--- src/design/crcfc_pkg.sv ---
// Package of the frame receiver: types, constants and the CRC-16/MODBUS byte update.
// Used by every RTL file of the block and by its checker.
`timescale 1ns / 1ps

package crcfc_pkg;

	localparam int BYTE_W  = 8;
	localparam int LEN_W   = 16;
	localparam int COUNT_W = 17;
	localparam int CRC_W   = 16;

	localparam logic [COUNT_W-1:0] COUNT_MAX       = '1;
	localparam logic [LEN_W-1:0]   MAX_PAYLOAD_RST = 16'd499;
	localparam logic [CRC_W-1:0]   CRC_INIT        = 16'hFFFF;
	localparam logic [CRC_W-1:0]   CRC_POLY        = 16'hA001;
	localparam logic [BYTE_W-1:0]  MARK_A          = 8'hAA;
	localparam logic [BYTE_W-1:0]  MARK_B          = 8'h55;

	// Frame overhead: two header bytes, two length bytes, two CRC bytes.
	localparam logic [COUNT_W:0]   FRAME_OVERHEAD  = 18'd6;
	localparam logic [COUNT_W:0]   PAYLOAD_OFFSET  = 18'd4;

	typedef enum logic [1:0] {
		CLS_NONE,
		CLS_PAYLOAD,
		CLS_CRC_HI,
		CLS_CRC_LO
	} byte_cls_t;

	typedef enum logic [1:0] {
		ST_OK         = 2'd0,
		ST_BAD_MARKER = 2'd1,
		ST_BAD_LENGTH = 2'd2,
		ST_CRC_ERROR  = 2'd3
	} frame_status_t;

	typedef enum logic {
		KIND_PAYLOAD = 1'b0,
		KIND_STATUS  = 1'b1
	} result_kind_t;

	// One classified word passed from the front end to the back end.
	typedef struct packed {
		logic [BYTE_W-1:0] data;
		logic              last;
		byte_cls_t         cls;
		logic              fwd;
		frame_status_t     pre_status;
		logic [LEN_W-1:0]  length;
	} qent_t;

	function automatic logic [CRC_W-1:0] crc_byte(input logic [CRC_W-1:0] crc_in,
			input logic [BYTE_W-1:0] data);
		logic [CRC_W-1:0] crc;
		crc = crc_in ^ {{(CRC_W-BYTE_W){1'b0}}, data};
		for (int k = 0; k < BYTE_W; k++) begin
			if (crc[0])
				crc = (crc >> 1) ^ CRC_POLY;
			else
				crc = crc >> 1;
		end
		return crc;
	endfunction

endpackage

--- src/design/crcfc_ifs.sv ---
// Channel interfaces of the frame receiver: input bytes, results and configuration.
// Payload types come from crcfc_pkg.
`timescale 1ns / 1ps

interface crcfc_in_if;
	logic                        valid;
	logic                        ready;
	logic [crcfc_pkg::BYTE_W-1:0] rx_byte;
	logic                        end_of_buffer;

	modport source (output valid, output rx_byte, output end_of_buffer, input ready);
	modport sink (input valid, input rx_byte, input end_of_buffer, output ready);
endinterface

interface crcfc_out_if;
	logic                        valid;
	logic                        ready;
	logic                        result_kind;
	logic [crcfc_pkg::BYTE_W-1:0] payload_byte;
	logic [1:0]                  frame_status;
	logic [crcfc_pkg::LEN_W-1:0]  payload_length;

	modport source (output valid, output result_kind, output payload_byte,
		output frame_status, output payload_length, input ready);
	modport sink (input valid, input result_kind, input payload_byte,
		input frame_status, input payload_length, output ready);
endinterface

interface crcfc_cfg_if;
	logic                       valid;
	logic                       ready;
	logic [crcfc_pkg::LEN_W-1:0] max_payload;

	modport source (output valid, output max_payload, input ready);
	modport sink (input valid, input max_payload, output ready);
endinterface

--- src/design/crcfc_front.sv ---
// Front end of the frame receiver: tracks the byte offset, header, length field and
// trailer marker, and classifies each accepted word. Depends on crcfc_pkg and crcfc_ifs.
`timescale 1ns / 1ps

module crcfc_front (
	input  logic                clk,
	input  logic                arst_n,
	crcfc_in_if.sink            in_ch,
	crcfc_cfg_if.sink           cfg,
	output logic                push_valid,
	input  logic                push_ready,
	output crcfc_pkg::qent_t    push_data
);
	import crcfc_pkg::*;

	logic [COUNT_W-1:0] count_q;
	logic               header_good_q;
	logic [LEN_W-1:0]   length_q;
	logic [BYTE_W-1:0]  prev_q;
	logic [LEN_W-1:0]   max_payload_q;

	logic               accept;
	logic               hg_n;
	logic [LEN_W-1:0]   len_n;
	logic [COUNT_W-1:0] cnt_n;
	logic [COUNT_W:0]   pay_end;
	logic [COUNT_W:0]   idx;
	byte_cls_t          cls;
	logic               max_ok;
	logic               len_fits;
	logic               marker_ok;

	assign accept    = in_ch.valid && push_ready;
	assign in_ch.ready = push_ready;
	assign push_valid  = in_ch.valid;
	assign cfg.ready   = 1'b1;

	always_comb begin
		hg_n  = header_good_q;
		len_n = length_q;
		case (count_q)
			17'd0: hg_n = (in_ch.rx_byte == MARK_A);
			17'd1: hg_n = header_good_q && (in_ch.rx_byte == MARK_B);
			17'd2: len_n = {in_ch.rx_byte, length_q[BYTE_W-1:0]};
			17'd3: len_n = {length_q[LEN_W-1:BYTE_W], in_ch.rx_byte};
			default: ;
		endcase
	end

	// Offsets are compared one bit wider so that 5 + length never wraps.
	assign idx     = {1'b0, count_q};
	assign pay_end = {{(COUNT_W+1-LEN_W){1'b0}}, length_q} + PAYLOAD_OFFSET;

	always_comb begin
		cls = CLS_NONE;
		if (count_q >= 17'd4) begin
			if (idx < pay_end)
				cls = CLS_PAYLOAD;
			else if (idx == pay_end)
				cls = CLS_CRC_HI;
			else if (idx == pay_end + 18'd1)
				cls = CLS_CRC_LO;
		end
	end

	assign cnt_n     = (count_q == COUNT_MAX) ? count_q : count_q + 17'd1;
	assign max_ok    = (len_n <= max_payload_q);
	assign len_fits  = ({{(COUNT_W+1-LEN_W){1'b0}}, len_n} + FRAME_OVERHEAD) <= {1'b0, cnt_n};
	assign marker_ok = hg_n && (prev_q == MARK_B) && (in_ch.rx_byte == MARK_A);

	always_comb begin
		push_data.data   = in_ch.rx_byte;
		push_data.last   = in_ch.end_of_buffer;
		push_data.cls    = cls;
		push_data.fwd    = (cls == CLS_PAYLOAD) && hg_n && max_ok && !in_ch.end_of_buffer;
		push_data.length = len_n;
		if (cnt_n < 17'd6)
			push_data.pre_status = ST_BAD_LENGTH;
		else if (!marker_ok)
			push_data.pre_status = ST_BAD_MARKER;
		else if (!len_fits || !max_ok)
			push_data.pre_status = ST_BAD_LENGTH;
		else
			push_data.pre_status = ST_OK;
	end

	always_ff @(posedge clk or negedge arst_n) begin
		if (!arst_n) begin
			count_q       <= '0;
			header_good_q <= 1'b0;
			length_q      <= '0;
			prev_q        <= '0;
		end else if (accept) begin
			if (in_ch.end_of_buffer) begin
				count_q       <= '0;
				header_good_q <= 1'b0;
				length_q      <= '0;
				prev_q        <= '0;
			end else begin
				count_q       <= cnt_n;
				header_good_q <= hg_n;
				length_q      <= len_n;
				prev_q        <= in_ch.rx_byte;
			end
		end
	end

	always_ff @(posedge clk or negedge arst_n) begin
		if (!arst_n) begin
			max_payload_q <= MAX_PAYLOAD_RST;
		end else if (cfg.valid) begin
			max_payload_q <= cfg.max_payload;
		end
	end

endmodule

--- src/design/crcfc_queue.sv ---
// Two-entry queue of classified words between the front end and the back end.
// Depends on crcfc_pkg for the entry type.
`timescale 1ns / 1ps

module crcfc_queue (
	input  logic             clk,
	input  logic             arst_n,
	input  logic             push_valid,
	output logic             push_ready,
	input  crcfc_pkg::qent_t push_data,
	output logic             pop_valid,
	input  logic             pop_ready,
	output crcfc_pkg::qent_t pop_data
);
	import crcfc_pkg::*;

	qent_t      mem_q [2];
	logic       wr_ptr_q;
	logic       rd_ptr_q;
	logic [1:0] fill_q;
	logic       push;
	logic       pop;

	assign push_ready = (fill_q != 2'd2);
	assign pop_valid  = (fill_q != 2'd0);
	assign pop_data   = mem_q[rd_ptr_q];
	assign push       = push_valid && push_ready;
	assign pop        = pop_valid && pop_ready;

	always_ff @(posedge clk) begin
		if (push) begin
			mem_q[wr_ptr_q] <= push_data;
		end
	end

	always_ff @(posedge clk or negedge arst_n) begin
		if (!arst_n) begin
			wr_ptr_q <= 1'b0;
			rd_ptr_q <= 1'b0;
			fill_q   <= '0;
		end else begin
			if (push)
				wr_ptr_q <= !wr_ptr_q;
			if (pop)
				rd_ptr_q <= !rd_ptr_q;
			if (push && !pop)
				fill_q <= fill_q + 2'd1;
			else if (pop && !push)
				fill_q <= fill_q - 2'd1;
		end
	end

endmodule

--- src/design/crcfc_back.sv ---
// Back end of the frame receiver: runs the CRC-16/MODBUS over payload words, captures
// the received CRC and drives the result register. Depends on crcfc_pkg and crcfc_ifs.
`timescale 1ns / 1ps

module crcfc_back (
	input  logic             clk,
	input  logic             arst_n,
	input  logic             pop_valid,
	output logic             pop_ready,
	input  crcfc_pkg::qent_t pop_data,
	crcfc_out_if.source      out_ch
);
	import crcfc_pkg::*;

	logic [CRC_W-1:0]  crc_q;
	logic [CRC_W-1:0]  crc_rx_q;
	logic [CRC_W-1:0]  crc_n;
	logic [CRC_W-1:0]  crc_rx_n;
	logic              out_valid_q;
	result_kind_t      kind_q;
	logic [BYTE_W-1:0] byte_q;
	frame_status_t     status_q;
	logic [LEN_W-1:0]  length_q;
	logic              produces;
	logic              pop;
	frame_status_t     status_n;

	assign produces  = pop_data.fwd || pop_data.last;
	// Words that give no result drain even while the result register is stalled.
	assign pop_ready = !out_valid_q || out_ch.ready || !produces;
	assign pop       = pop_valid && pop_ready;

	always_comb begin
		crc_n    = crc_q;
		crc_rx_n = crc_rx_q;
		case (pop_data.cls)
			CLS_PAYLOAD: crc_n = crc_byte(crc_q, pop_data.data);
			CLS_CRC_HI:  crc_rx_n = {pop_data.data, crc_rx_q[BYTE_W-1:0]};
			CLS_CRC_LO:  crc_rx_n = {crc_rx_q[CRC_W-1:BYTE_W], pop_data.data};
			default: ;
		endcase
		if (pop_data.pre_status == ST_OK && crc_rx_n != crc_n)
			status_n = ST_CRC_ERROR;
		else
			status_n = pop_data.pre_status;
	end

	always_ff @(posedge clk or negedge arst_n) begin
		if (!arst_n) begin
			crc_q    <= CRC_INIT;
			crc_rx_q <= '0;
		end else if (pop) begin
			if (pop_data.last) begin
				crc_q    <= CRC_INIT;
				crc_rx_q <= '0;
			end else begin
				crc_q    <= crc_n;
				crc_rx_q <= crc_rx_n;
			end
		end
	end

	always_ff @(posedge clk or negedge arst_n) begin
		if (!arst_n) begin
			out_valid_q <= 1'b0;
		end else if (pop && produces) begin
			out_valid_q <= 1'b1;
		end else if (out_ch.ready) begin
			out_valid_q <= 1'b0;
		end
	end

	always_ff @(posedge clk) begin
		if (pop && produces) begin
			length_q <= pop_data.length;
			if (pop_data.last) begin
				kind_q   <= KIND_STATUS;
				byte_q   <= '0;
				status_q <= status_n;
			end else begin
				kind_q   <= KIND_PAYLOAD;
				byte_q   <= pop_data.data;
				status_q <= ST_OK;
			end
		end
	end

	assign out_ch.valid          = out_valid_q;
	assign out_ch.result_kind    = kind_q;
	assign out_ch.payload_byte   = byte_q;
	assign out_ch.frame_status   = status_q;
	assign out_ch.payload_length = length_q;

endmodule

--- src/design/crc_frame_receiver_checker_core.sv ---
// Top level of the length-prefixed frame receiver with CRC-16/MODBUS check.
// Depends on crcfc_pkg, crcfc_ifs, crcfc_front, crcfc_queue and crcfc_back.
//
// The in_ch channel takes one received byte per word, with end_of_buffer set on the
// last byte of a buffer. The out_ch channel gives one word per payload byte of a
// frame whose header markers are good and whose length is within max_payload, and
// one status word for the last byte of every buffer (ok, bad marker, bad length or
// CRC mismatch), both with the length field read from the header.
// The cfg channel writes max_payload and is always ready; the value must be written
// only while idle, which the block itself does not enforce. An accepted in_ch word
// enters the queue and moves to the result register once it is free or being read.
// One byte is taken every cycle while the queue has room; the front end classifies
// it, a two-entry queue holds it and the back end applies the byte-wide CRC update.
// Reset clears the frame state, sets max_payload to 499 and empties the queue.
// When the receiver stalls, the result register holds its word and the queue fills;
// in_ch.ready drops once both queue entries are taken, and bytes that give no result
// keep draining past a stalled result register.
`timescale 1ns / 1ps

module crc_frame_receiver_checker_core (
	input  logic         clk,
	input  logic         arst_n,
	crcfc_in_if.sink     in_ch,
	crcfc_out_if.source  out_ch,
	crcfc_cfg_if.sink    cfg
);
	import crcfc_pkg::*;

	logic  push_valid;
	logic  push_ready;
	qent_t push_data;
	logic  pop_valid;
	logic  pop_ready;
	qent_t pop_data;

	crcfc_front u_front (
		.clk        (clk),
		.arst_n     (arst_n),
		.in_ch      (in_ch),
		.cfg        (cfg),
		.push_valid (push_valid),
		.push_ready (push_ready),
		.push_data  (push_data)
	);

	crcfc_queue u_queue (
		.clk        (clk),
		.arst_n     (arst_n),
		.push_valid (push_valid),
		.push_ready (push_ready),
		.push_data  (push_data),
		.pop_valid  (pop_valid),
		.pop_ready  (pop_ready),
		.pop_data   (pop_data)
	);

	crcfc_back u_back (
		.clk       (clk),
		.arst_n    (arst_n),
		.pop_valid (pop_valid),
		.pop_ready (pop_ready),
		.pop_data  (pop_data),
		.out_ch    (out_ch)
	);

endmodule

--- src/flat_wrapper.sv ---
// flat-port wrapper written by rule: the top's interface ports become plain ports
module crc_frame_receiver_checker_core_flat import crcfc_pkg::*;
  (clk, arst_n, in_ch_valid, in_ch_rx_byte, in_ch_end_of_buffer, in_ch_ready, out_ch_valid, out_ch_result_kind, out_ch_payload_byte, out_ch_frame_status, out_ch_payload_length, out_ch_ready, cfg_valid, cfg_max_payload, cfg_ready);
  crcfc_in_if in_ch_i ();
  crcfc_out_if out_ch_i ();
  crcfc_cfg_if cfg_i ();
  input  logic clk;
  input  logic arst_n;
  input wire logic [$bits(in_ch_i.valid)-1:0] in_ch_valid;
  input wire logic [$bits(in_ch_i.rx_byte)-1:0] in_ch_rx_byte;
  input wire logic [$bits(in_ch_i.end_of_buffer)-1:0] in_ch_end_of_buffer;
  output wire logic [$bits(in_ch_i.ready)-1:0] in_ch_ready;
  output wire logic [$bits(out_ch_i.valid)-1:0] out_ch_valid;
  output wire logic [$bits(out_ch_i.result_kind)-1:0] out_ch_result_kind;
  output wire logic [$bits(out_ch_i.payload_byte)-1:0] out_ch_payload_byte;
  output wire logic [$bits(out_ch_i.frame_status)-1:0] out_ch_frame_status;
  output wire logic [$bits(out_ch_i.payload_length)-1:0] out_ch_payload_length;
  input wire logic [$bits(out_ch_i.ready)-1:0] out_ch_ready;
  input wire logic [$bits(cfg_i.valid)-1:0] cfg_valid;
  input wire logic [$bits(cfg_i.max_payload)-1:0] cfg_max_payload;
  output wire logic [$bits(cfg_i.ready)-1:0] cfg_ready;
  assign in_ch_i.valid = in_ch_valid;
  assign in_ch_i.rx_byte = in_ch_rx_byte;
  assign in_ch_i.end_of_buffer = in_ch_end_of_buffer;
  assign in_ch_ready = in_ch_i.ready;
  assign out_ch_valid = out_ch_i.valid;
  assign out_ch_result_kind = out_ch_i.result_kind;
  assign out_ch_payload_byte = out_ch_i.payload_byte;
  assign out_ch_frame_status = out_ch_i.frame_status;
  assign out_ch_payload_length = out_ch_i.payload_length;
  assign out_ch_i.ready = out_ch_ready;
  assign cfg_i.valid = cfg_valid;
  assign cfg_i.max_payload = cfg_max_payload;
  assign cfg_ready = cfg_i.ready;
  crc_frame_receiver_checker_core u_core (.clk(clk), .arst_n(arst_n), .in_ch(in_ch_i), .out_ch(out_ch_i), .cfg(cfg_i));
endmodule
--- config.mk ---
export PLATFORM = sky130hd
export DESIGN_NAME = crc_frame_receiver_checker_core_flat
export DESIGN_NICKNAME = d
export VERILOG_FILES = /design/src/design/crcfc_pkg.sv /design/src/design/crcfc_ifs.sv /design/src/design/crcfc_front.sv /design/src/design/crcfc_queue.sv /design/src/design/crcfc_back.sv /design/src/design/crc_frame_receiver_checker_core.sv /design/src/flat_wrapper.sv
export SDC_FILE = /design/constraint.sdc
export NUM_CORES = 1
export LEC_CHECK = 0
export BUFFER_PORTS_ARGS = -buffer_cell sky130_fd_sc_hd__buf_2
export CAP_MARGIN = 25
export CORE_ASPECT_RATIO = 1.25
export CORE_MARGIN = 10
export CORE_UTILIZATION = 50
export DETAILED_ROUTE_END_ITERATION = 7
export HOLD_SLACK_MARGIN = 0.15
export PLACE_DENSITY_LB_ADDON = 0.3
export SLEW_MARGIN = 30
export SYNTH_ARGS = -nofsm -noshare
export SYNTH_HDL_FRONTEND = slang
export SYNTH_HIERARCHICAL = 1
export SYNTH_SLANG_ARGS = --single-unit
--- constraint.sdc ---
create_clock -name clk -period 5.3 [get_ports clk]
set_clock_uncertainty 0.05 [all_clocks]
set_input_delay 0.53 -clock clk [delete_from_list [all_inputs] [get_ports clk]]
set_output_delay 0.53 -clock clk [all_outputs]
set_load 0.01 [all_outputs]
==> run_results.csv <==
group,metric,value,unit
sta,worst_pin_slew,0.8760,ns
clock_tree,cts_made_buffers,17,
logic_synthesis,synth_area,11230,um^2
critical_path,arrival,4.77,ns
logic_synthesis,synth_seq_area_share,44.71,%
placed_design,dpl.hpwl,21840,um
drt,drtAntennaViolNets,0,
clock_tree,cts.sinks,182,
placed_design,gp_congestion,0.9807,
drt,via_per_inst,5.967,
layout,register_area,5019,um^2
critical_path,critPathRequiredTime,5.41,ns
logic_synthesis,synth_flop_cell,"edfxtp_1",
critical_path,path_cells,"nor4_1, and4_1, and2_1, a22o_1, inv_1, ha_1, or4b_4, nor2_1, xnor2_1, ha_1, a21o_1, a21o_1, a21oi_1, o211ai_1, a21oi_1, o21ai_0",
critical_path,path_delay_family,"simple AND/OR/NAND/NOR gates",
critical_path,crit_buf_inv,1,
global_routing,grt_max_degree,57,
layout,fillers,1938,
logic_synthesis,syn-mean-instance-area,10.31,um^2
logic_synthesis,syn-instance-count,1089,
global_routing,grt.overflow.total,0,
layout,layout-drive-gt1-share,17.57,%
drt,vias,8413,
sta,rsz0062_at_grt,"no",
sta,drv_slew,0,
sta,slew_headroom,41.21,%
run,cap_violations,0,
critical_path,critical_path.max_fanout,12,
drt,drc,0,
floorplan,pin_count,60,
global_routing,grt_pass1_wl,47140,um
sta,setup_tns,0,ns
layout,nNetsFinal,1203,
critical_path,crit_path_max_incr_delay,0.60,ns
sta,clock.fmax,0.2147,GHz
power,powerDensity,547.1,nW/um^2
logic_synthesis,synth_nets,1178,
sta,worst_slack,0.6422,ns
clock_tree,clock-root-buffer,"clkbuf_16",
global_routing,gr-usage-all-layers,20.40,%
placed_design,place_area,11620,um^2
layout,layout.cells.most_common,"nand2_1",
logic_synthesis,ys_async_sr_fraction,52.20,%
worst_hold_path,hold_path_class,"in -> reg",
clock_tree,clkTransAtPathRegs,0.08,ns
critical_path,crit_path_top_delay_cell,"or4b_4",
floorplan,num_rows,61,
critical_path,endpoint_kind,"flop",
sta,whs,0.2458,ns
layout,area_growth,9.072,%
critical_path,crit_type,"reg -> reg",
logic_synthesis,ys_types,92,
drt,wl,29710,um
drt,first_iter_violations,631,
floorplan,die_area,28880,um^2
logic_synthesis,yosysWarningCount,6,
placed_design,place_ws,0.7504,ns
floorplan,core,22210,um^2
global_routing,antenna_found_initial,0,
sta,finalSetupViolCount,0,
clock_tree,cts.path.max_buffers,2,
clock_tree,insertion_delay,0.45,ns
global_routing,grt_pass1_vias,8303,
sta,period_needed,4.658,ns
floorplan,die_y,187.5,um
sta,hold_viol,0,
power,p_leak,4.880,nW
layout,multi_input_area,5685,um^2
floorplan,die_w,154.0,um
critical_path,start_kind,"flop",
power,p_total,0.006699,W
clock_tree,cts_tree,"yes",
drt,firstDrtPassIters,5,
logic_synthesis,ys_seq_elements,182,
layout,final_cell_area,12240,um^2
layout,num_antenna_cells,0,
sta,fin_crit_sh,87.88,%
clock_tree,htreeDepth,4,
layout,mostFrequentLayoutCells,"nand2_1 (105), edfxtp_1 (87), o21ai_0 (84)",
placed_design,port_buffers,58,
run_status,status,"completed",
drt,wire_per_inst,21.07,um
logic_synthesis,synth_edf_count,87,
floorplan,initial_core_util,50.54,%
power,peakVddDrop,0.0004068,V
## through the flow
step / utilization, % / std cells
after floorplan: - / 1089
after global placement: 52.33 / 1377
after CTS: 55.13 / 1410
final: 55.13 / 1410
after global routing: 55.13 / 1410
after detailed placement: 52.34 / 1377
## synthesized netlist by cell type, types with 4 or more instances
master	instances	area [um^2]
xor2_1	41	359.1
a22o_1	26	227.7
or3_1	4	25.02
ha_1	59	738.2
nand3_1	24	120.1
o211ai_1	7	52.55
dfrtp_1	72	1802
xnor2_1	68	595.6
clkbuf_1	34	127.6
nand2_1	105	394.1
nor2_1	59	221.5
a211o_1	4	35.03
o21ai_0	84	420.4
a32o_1	4	40.04
nand2b_1	19	118.9
edfxtp_1	87	2613
nor4_2	4	50.05
nor4_1	10	62.56
a21oi_1	36	180.2
o21a_1	6	45.04
buf_4	16	120.1
buf_2	12	60.06
inv_1	47	176.4
and2_1	9	56.30
nor2b_1	9	56.30
buf_6	4	45.04
a31oi_1	9	56.30
a21o_1	18	135.1
nor3_1	15	75.07
and4_1	5	43.79
o22ai_1	4	25.02
dfstp_2	23	604.3
mux2_2	34	382.9
o22a_1	4	35.03
o31ai_1	6	45.04
mux2i_1	10	100.1
nand4_1	23	143.9
and3_1	7	43.79
a22oi_1	5	37.54
## kinds of logic after synthesis
| kind of cell | share of synthesized area, % |
|---|---|
| adder cells (fa/ha/maj) | 6.576 |
| multiplexers | 4.302 |
| AO/OA/AOI/OAI | 14.41 |
| flip-flops | 44.71 |
| other | 0.03341 |
| XOR/XNOR | 9.753 |
| AND/OR/NAND/NOR | 15.50 |
| buffers and inverters | 4.715 |
## registers in the layout (all words and copies together), names as in the netlist
signal / cells
u_core/u_back/crc_q: 16
u_core/u_queue/fill_q: 2
u_core/u_back/out_ch.valid: 1
u_core/u_back/out_ch.payload_length: 16
u_core/u_queue/mem_q: 60
u_core/u_back/out_ch.payload_byte: 8
u_core/u_front/header_good_q: 1
u_core/u_front/length_q: 16
u_core/u_front/prev_q: 8
u_core/u_front/count_q: 17
u_core/u_queue/wr_ptr_q: 1
u_core/u_back/crc_rx_q: 16
u_core/u_front/max_payload_q: 16
u_core/u_back/out_ch.result_kind: 1
u_core/u_back/out_ch.frame_status: 2
u_core/u_queue/rd_ptr_q: 1
## worst reg2reg max path, delay by kind of cell, from the launching register on
kind                     cells  cell delay, ns
AND/OR/NAND/NOR              5            1.98
flip-flops                   1            0.53
XOR/XNOR                     1            0.09
AO/OA/AOI/OAI                7            1.21
buffers and inverters        1            0.08
adder cells (fa/ha/maj)      2            0.47
## cell type report
| type | count | share of cell area, % |
|---|---|---|
| Inverter | 47 | 1.441 |
| Sequential cell | 182 | 40.99 |
| Tap cell | 283 | 2.892 |
| Clock inverter | 15 | 1.502 |
| Timing Repair Buffer | 72 | 3.270 |
| Multi-Input combinational cell | 794 | 46.43 |
| Clock buffer | 17 | 3.474 |
## path summary, 6_finish.rpt
check,from,endpoint,slack [ns],depth (start not counted)
hold reg to reg,u_core/u_back/crc_q[6],u_core/u_back/crc_q[6],0.42,2
setup / recovery,u_core/u_front/count_q[7],u_core/u_queue/mem_q[1][17],0.64,16
hold / removal,out_ch_ready,u_core/u_back/out_ch.valid,0.25,2
max in group asynchronous,arst_n,u_core/u_front/count_q[15],3.43,3
setup reg to reg,u_core/u_front/count_q[7],u_core/u_queue/mem_q[1][17],0.64,16
min in group asynchronous,arst_n,u_core/u_back/crc_rx_q[2],0.57,2
## routing by layer
metal / share of wire [%] / up-vias / track usage (%)
met4: 3.8 / 0 / 8.988
met5: 0 / - / 0
li1: - / 3981 / -
met3: 5.6 / 69 / 4.006
met1: 41 / 4036 / 24.39
met2: 50 / 327 / 34.69
## where the power goes
part | internal, W | switching (W) | leakage, nW
sequential | 0.00202 | 0.000308 | 2.03
clock | 0.000641 | 0.000645 | 0.292
combinational | 0.00128 | 0.00181 | 2.56
total | 0.00394 | 0.00276 | 4.88
## what timing repair did
item / CTS / global route
resized for setup: 0 / 0
buffers inserted: 0 / 0
endpoints found under the hold margin: 28 / 0
hold buffers: 1 / 0
Power figures use the tool's default switching activity.
